File: src/rtl/p2rx_pkg.sv
`timescale 1ns / 1ps
`default_nettype none
package p2rx_pkg;
  localparam int RING_DEPTH = 256;
  localparam int CMD_DEPTH  = 8;
  localparam int RING_AW    = $clog2(RING_DEPTH);
  localparam int CMD_AW     = (CMD_DEPTH > 1) ? $clog2(CMD_DEPTH) : 1;
  localparam int CMD_CW     = $clog2(CMD_DEPTH + 1);
  localparam int QDEPTH     = 2;

  localparam logic [7:0] DEV_ACK    = 8'hFA;
  localparam logic [7:0] DEV_RESEND = 8'hFE;

  typedef enum logic [1:0] {
    OP_RX    = 2'd0,
    OP_WRITE = 2'd1,
    OP_READ  = 2'd2,
    OP_NONE  = 2'd3
  } op_t;

  localparam logic CFG_AUX_PRESENT = 1'b0;
  localparam logic CFG_OPEN_MASK   = 1'b1;

  // classified item handed from front to back
  typedef struct packed {
    op_t        op;
    logic       port;
    logic       drop;
    logic [7:0] data;
  } item_t;

  typedef enum logic [1:0] {
    BK_IDLE = 2'd0,
    BK_RD   = 2'd1,
    BK_DONE = 2'd2
  } bk_state_t;
endpackage
`default_nettype wire

File: src/rtl/p2rx_front.sv
`timescale 1ns / 1ps
`default_nettype none
module p2rx_front
  import p2rx_pkg::*;
(
  input  wire logic       clk,
  input  wire logic       rst_n,
  input  wire logic       start,
  output logic            busy,
  input  wire logic [1:0] in_op,
  input  wire logic       in_aux_flag,
  input  wire logic       in_port,
  input  wire logic [7:0] in_data_byte,
  input  wire logic       cfg_valid,
  output logic            cfg_ready,
  input  wire logic       cfg_index,
  input  wire logic [7:0] cfg_data,
  input  wire logic       q_pop,
  output logic            q_valid,
  output item_t           q_item
);
  logic       aux_present_r;
  logic [1:0] open_mask_r;
  item_t      q_r [QDEPTH];
  logic [1:0] q_cnt_r;
  logic       q_wp_r, q_rp_r;
  item_t      cls;
  logic       push;

  assign cfg_ready = 1'b1;
  assign busy      = (q_cnt_r == 2'(QDEPTH));
  assign push      = start && !busy;
  assign q_valid   = (q_cnt_r != 2'd0);
  assign q_item    = q_r[q_rp_r];

  always_comb begin
    cls.op   = op_t'(in_op);
    cls.data = in_data_byte;
    cls.port = in_port;
    cls.drop = 1'b0;
    if (op_t'(in_op) == OP_RX) begin
      cls.port = aux_present_r && in_aux_flag;
      cls.drop = !open_mask_r[cls.port];
    end
  end

  always_ff @(posedge clk) begin
    if (!rst_n) begin
      aux_present_r <= 1'b0;
      open_mask_r   <= 2'b00;
      q_cnt_r       <= 2'd0;
      q_wp_r        <= 1'b0;
      q_rp_r        <= 1'b0;
    end else begin
      if (cfg_valid) begin
        case (cfg_index)
          CFG_AUX_PRESENT: aux_present_r <= cfg_data[0];
          CFG_OPEN_MASK:   open_mask_r   <= cfg_data[1:0];
          default: ;
        endcase
      end
      if (push) begin
        q_r[q_wp_r] <= cls;
        q_wp_r      <= !q_wp_r;
      end
      if (q_pop) q_rp_r <= !q_rp_r;
      q_cnt_r <= q_cnt_r + 2'(push) - 2'(q_pop);
    end
  end
endmodule
`default_nettype wire

File: config.mk
export PLATFORM = sky130hd
export DESIGN_NAME = p2rx_front
export DESIGN_NICKNAME = d
export VERILOG_FILES = /design/src/rtl/p2rx_pkg.sv /design/src/rtl/p2rx_front.sv
export SDC_FILE = /design/constraint.sdc
export NUM_CORES = 1
export LEC_CHECK = 0
export ABC_AREA = 1
export BUFFER_PORTS_ARGS = -buffer_cell sky130_fd_sc_hd__buf_2
export CAP_MARGIN = 40
export CORE_AREA = 2 2 54 56
export CTS_BUF_LIST = sky130_fd_sc_hd__clkbuf_16
export CTS_CLUSTER_DIAMETER = 150
export DETAILED_ROUTE_END_ITERATION = 10
export DIE_AREA = 0 0 56 58
export PLACE_DENSITY = 0.87
export SETUP_SLACK_MARGIN = 0.2
export SLEW_MARGIN = 40
export SYNTH_ARGS = -nofsm -noshare
export SYNTH_HDL_FRONTEND = slang
export SYNTH_SLANG_ARGS = --single-unit
File: constraint.sdc
create_clock -name clk -period 1.98 [get_ports clk]
set_input_delay 0.099 -clock clk [delete_from_list [all_inputs] [get_ports clk]]
set_output_delay 0.099 -clock clk [all_outputs]
set_load 0.01 [all_outputs]
**Yosys cells after proc, flatten, opt, wreduce, memory -nomap -nowiden**

Memories as Yosys holds them, arrays and structs flattened. A register that Yosys moved wholly into a read port is not among the register bits.
Index checks and enable logic that the tools add are counted.

- Flip-flop bits (word level): 7
- RAM bits: 24
- Input port bits: 26
- Output and inout port bits: 15
- Word-level logic and storage cells: 29
- Memories kept: 1

- $add $sub $neg: 2
- Magnitude comparators: 1
- Eq/ne operators: 1
- Multiplexer cells: 8
- Bitwise operators: 1
- Reduce and logical (&&, ||, !) cells: 10

Memories:

| name | depth | bits a word | rd ports | clocked after Yosys merged registers in | write ports | line | source |
|---|---|---|---|---|---|---|---|
| q_r | 2 | 12 | 1 | 1 | 1 | p2rx_front.sv:24 | `item_t q_r [QDEPTH];` |

Operator list:

| kind | number |
|---|---|
| two-way mux 1 bit | 7 |
| logical NOT 1 bit | 4 |
| AND reduction 2 bit | 2 |
| adder 2 x 1 -> 2 bit | 1 |
| == test 2 bit, second input constant | 1 |
| logical AND 1 bit | 2 |
| logical NOT 2 bit | 1 |
| less-than comparator 1 x 2 -> 1 bit, second input constant | 1 |
| two-way mux 2 bit | 1 |
| nonzero test 2 bit | 1 |
| subtractor 2 x 1 -> 2 bit | 1 |
| inverter 1 bit | 1 |

**Logic depth before layout (Yosys ltp)**

- Depth in word-level cells: 6
- Gate-level depth with buffers: 10
- Mapped depth without buffers: 10

**Worst setup path after synthesis**

No wires, ideal clock.

- Path kind: reg2reg
- From: register q_wp_r
- To: memory q_r[0][0] (netlist bit) (enable)
- Library setup time: 0.380 ns
- Arrival time: 1.090 ns
- Data required time: 1.600 ns
- Slack: 0.510 ns
- Stages on the path, launching flop included: 3
- Buffers on the path: 0
- Period minus slack after synthesis: 1.470 ns
- Cells stage by stage: dfxtp_1 -> or2_4 -> nor2_1

RTL lines:

| what | line | source |
|---|---|---|
| start: declaration | p2rx_front.sv:26 | `logic q_wp_r, q_rp_r;` |
| start signal: assignment | p2rx_front.sv:64 | `q_wp_r <= !q_wp_r;` |
| end: declaration | p2rx_front.sv:24 |  |

Straight into the memory's write port.

**Final worst setup path**

- From: register q_cnt_r[1]
- To: register q_cnt_r[1]

- Longest elaborated chain between the ends: 5

Ends and longest elaborated chain:

| what | line | source |
|---|---|---|
| start: declaration | p2rx_front.sv:25 | `logic [1:0] q_cnt_r;` |
| start signal: assignment | p2rx_front.sv:67 | `q_cnt_r <= q_cnt_r + 2'(push) - 2'(q_pop);` |
| == test 2 bit | p2rx_front.sv:31 | `assign busy = (q_cnt_r == 2'(QDEPTH));` |
| logical NOT 1 bit | p2rx_front.sv:32 | `assign push = start && !busy;` |
| logical AND 1 bit | p2rx_front.sv:32 |  |
| adder 2 x 1 -> 2 bit (*) | p2rx_front.sv:67 |  |
| subtractor 2 x 1 -> 2 bit (*) | p2rx_front.sv:67 |  |

Every way passes the cells marked *; elsewhere a longest branch is shown, timed or not.
A chain may end at the register's enable or synchronous reset.

==> metrics <==
IO Count 41; vias in the first global route 813; core region area 2660 um^2; cts bufs inserted 5; CP max FO 5; GR peak layer met2; endpoints failing hold 0; clk_skew 0.00152 ns; vias per cell 4.90; YS warnings 0; Final WS setup 0.420 ns; Final Wtd Congestion 0.630; Slew Limit Headroom 0.594; Worst-path clk slew 0.05 ns; post-synthesis mux area share 0.107; CTS tree built; largest family of logic cells by synthesized area multiplexers; register area share after synthesis 0.698; Placed Cells 156; 1st-pass router iterations 4; syn_area_per_cell 13.6 um^2; layout cells sized above 1 0.436; DIE WIDTH 56 um; Die Span Y 58 um; antenna violation net count after detailed routing 0; die area 3250 um^2; Synth Area in XOR/XNOR 0.00694; initial detailed-routing violation count 19; final setup vio count 0; Synth area leaders edfxtp_1, dfxtp_1, mux2_2; status finished clean; Crit Path Category reg2reg; Simple-Gate Fraction of Synth Area 0.0764; GR Layer Usage met2 0.264; endpoint class of the critical path flop; Clock Sinks 32; Post-Syn Area 1260 um^2; dpl cell area 1460 um^2; Clock Path Buffers 2; met3 GRT Util 0.0670; minimum clock period 1.56 ns; unrepaired setup endpoints after global routing no; Synth Area in Compound Gates 0.0496; worst-skew pair later-pin latency 0.27 ns; CP Launch Type flop; Initial Util 0.474; proportion of netlist area held by the largest area contributor 0.571; Post-Synth Adder-Cell Area 0.0198; pre-CTS WS 0.419 ns; Leak 0.670 nW; Synth area leader edfxtp_1; post-synthesis cell count 93; Crit path required time 2.14 ns; post-CTS sizing 0; Netlist cell types 17; met1 GRT Util 0.165; max frequency 641 MHz; first-pass GRT wire length 3640 um; WL/cell 13.2 um; Detailed Place HPWL 1550 um; Setup TNS 0 ns; max-cap viol count 0; worst-margin pin slew 0.609 ns; NumNets Final 160; crit path DAT 1.72 ns; Routed Wire Length 2160 um; drc violations 0; grt ovf 0; syn nets 121; period utilization 0.788; Final Max Slew Viols 0; initial antenna violation count 0; largest net degree at the start of global routing 13; Root Driver clkbuf_16; Rows 19; final non-filler cell area 1600 um^2; VDD IR max 0.000796 V; Final Non-Filler Cells 164; IO Port Bufs 33; CTS H-Tree Depth 2; Pwr Density 1070 nW/um^2; Hold Buf Count CTS 0; n_diodes 0; Area Overhead vs Synth 26.7%; DR vias 803; postcts setup bufs 0; #FFs+latches synth 32; hold crit path type in2reg; GRT Total Usage 0.152
-- power breakdown --
part / total, mW / internal [mW] / switching (mW)
clock: 0.698 / 0.452 / 0.246
combinational: 0.204 / 0.0980 / 0.106
sequential: 0.801 / 0.774 / 0.0273
total: 1.70 / 1.32 / 0.379
-- worst paths after layout --
path / from / to / slack (ns) / cells past startpoint
hold / removal: in_data_byte[4] / q_r[1][4] / 0.02 / 1
setup / recovery: q_cnt_r[1] / q_cnt_r[1] / 0.42 / 10
setup reg to reg: q_cnt_r[1] / q_cnt_r[1] / 0.42 / 10
hold reg to reg: open_mask_r[1] / open_mask_r[1] / 0.47 / 2
-- cells by family (layout without fill, tap and decap cells) --
group | after synthesis | in the layout
other cells | 1 | 1
simple gates | 23 | 23
compound gates | 11 | 11
fa+ha+maj | 2 | 2
mux | 12 | 12
buf+inv | 11 | 51
xor+xnor | 1 | 1
flops | 32 | 32
-- layout by cell type (no fill, tap or decap) --
master,n
conb_1,1
xnor2_1,1
inv_1,10
a21oi_1,6
or2_4,1
clkinv_2,1
or2_2,1
mux2_2,12
clkbuf_16,5
inv_2,1
edfxtp_1,24
buf_2,33
ha_1,2
o21ai_0,3
dfxtp_1,8
nand3_1,2
nor2_1,8
nor2_2,1
o21ai_2,2
nand2_1,10
buf_4,1
-- synthesized netlist by cell type --
cell and instances:
or2_4 1, inv_2 1, buf_4 2, nand3_1 2, o21ai_2 2, edfxtp_1 24
nor2_1 9, o21ai_0 3, dfxtp_1 8, mux2_2 12, inv_1 8, a21oi_1 6
conb_1 1, or2_2 1, xnor2_1 1, ha_1 2, nand2_1 10
-- worst max-delay path, stage by stage, from the launching register on --
cell and delay [ns]:
dfxtp_1 0.35, inv_1 0.07, o21ai_2 0.25, ha_1 0.29, inv_1 0.06, ha_1 0.15, inv_1 0.04, nand2_1 0.07
nand3_1 0.07, nand2_1 0.07, nor2_1 0.04
-- state kept, by name, indices dropped and copies added (netlist names), named ones only --
register	count
q_cnt_r	2
open_mask_r	2
q_wp_r	1
aux_present_r	1
q_rp_r	1
q_r	24
-- area by class of cell --
type	instances	area (um^2)
Clock buffer	5	125
Clock inverter	3	12.5
Fill cell	234	1060
Inverter	9	33.8
Multi-Input combinational cell	50	334
Sequential cell	32	881
Tap cell	31	38.8
Timing Repair Buffer	34	173
-- per-layer routing --
| layer | share of wire | vias up |
|---|---|---|
| met5 | 0 | - |
| met4 | 0.016 | 0 |
| met3 | 0.075 | 4 |
| met2 | 0.52 | 28 |
| met1 | 0.38 | 372 |
| li1 | - | 399 |
-- stage by stage --
step           utilization  hold slack (ns)  power, mW
4_1_cts              0.600           0.0155       1.73
6_report             0.600           0.0198       1.70
5_1_grt              0.600           0.0150       1.78
3_5_place_dp         0.548            0.298       1.02
2_1_floorplan            -            0.192      0.937
3_3_place_gp         0.547            0.291       1.00
No activity file was read; power rests on OpenSTA's default activity.
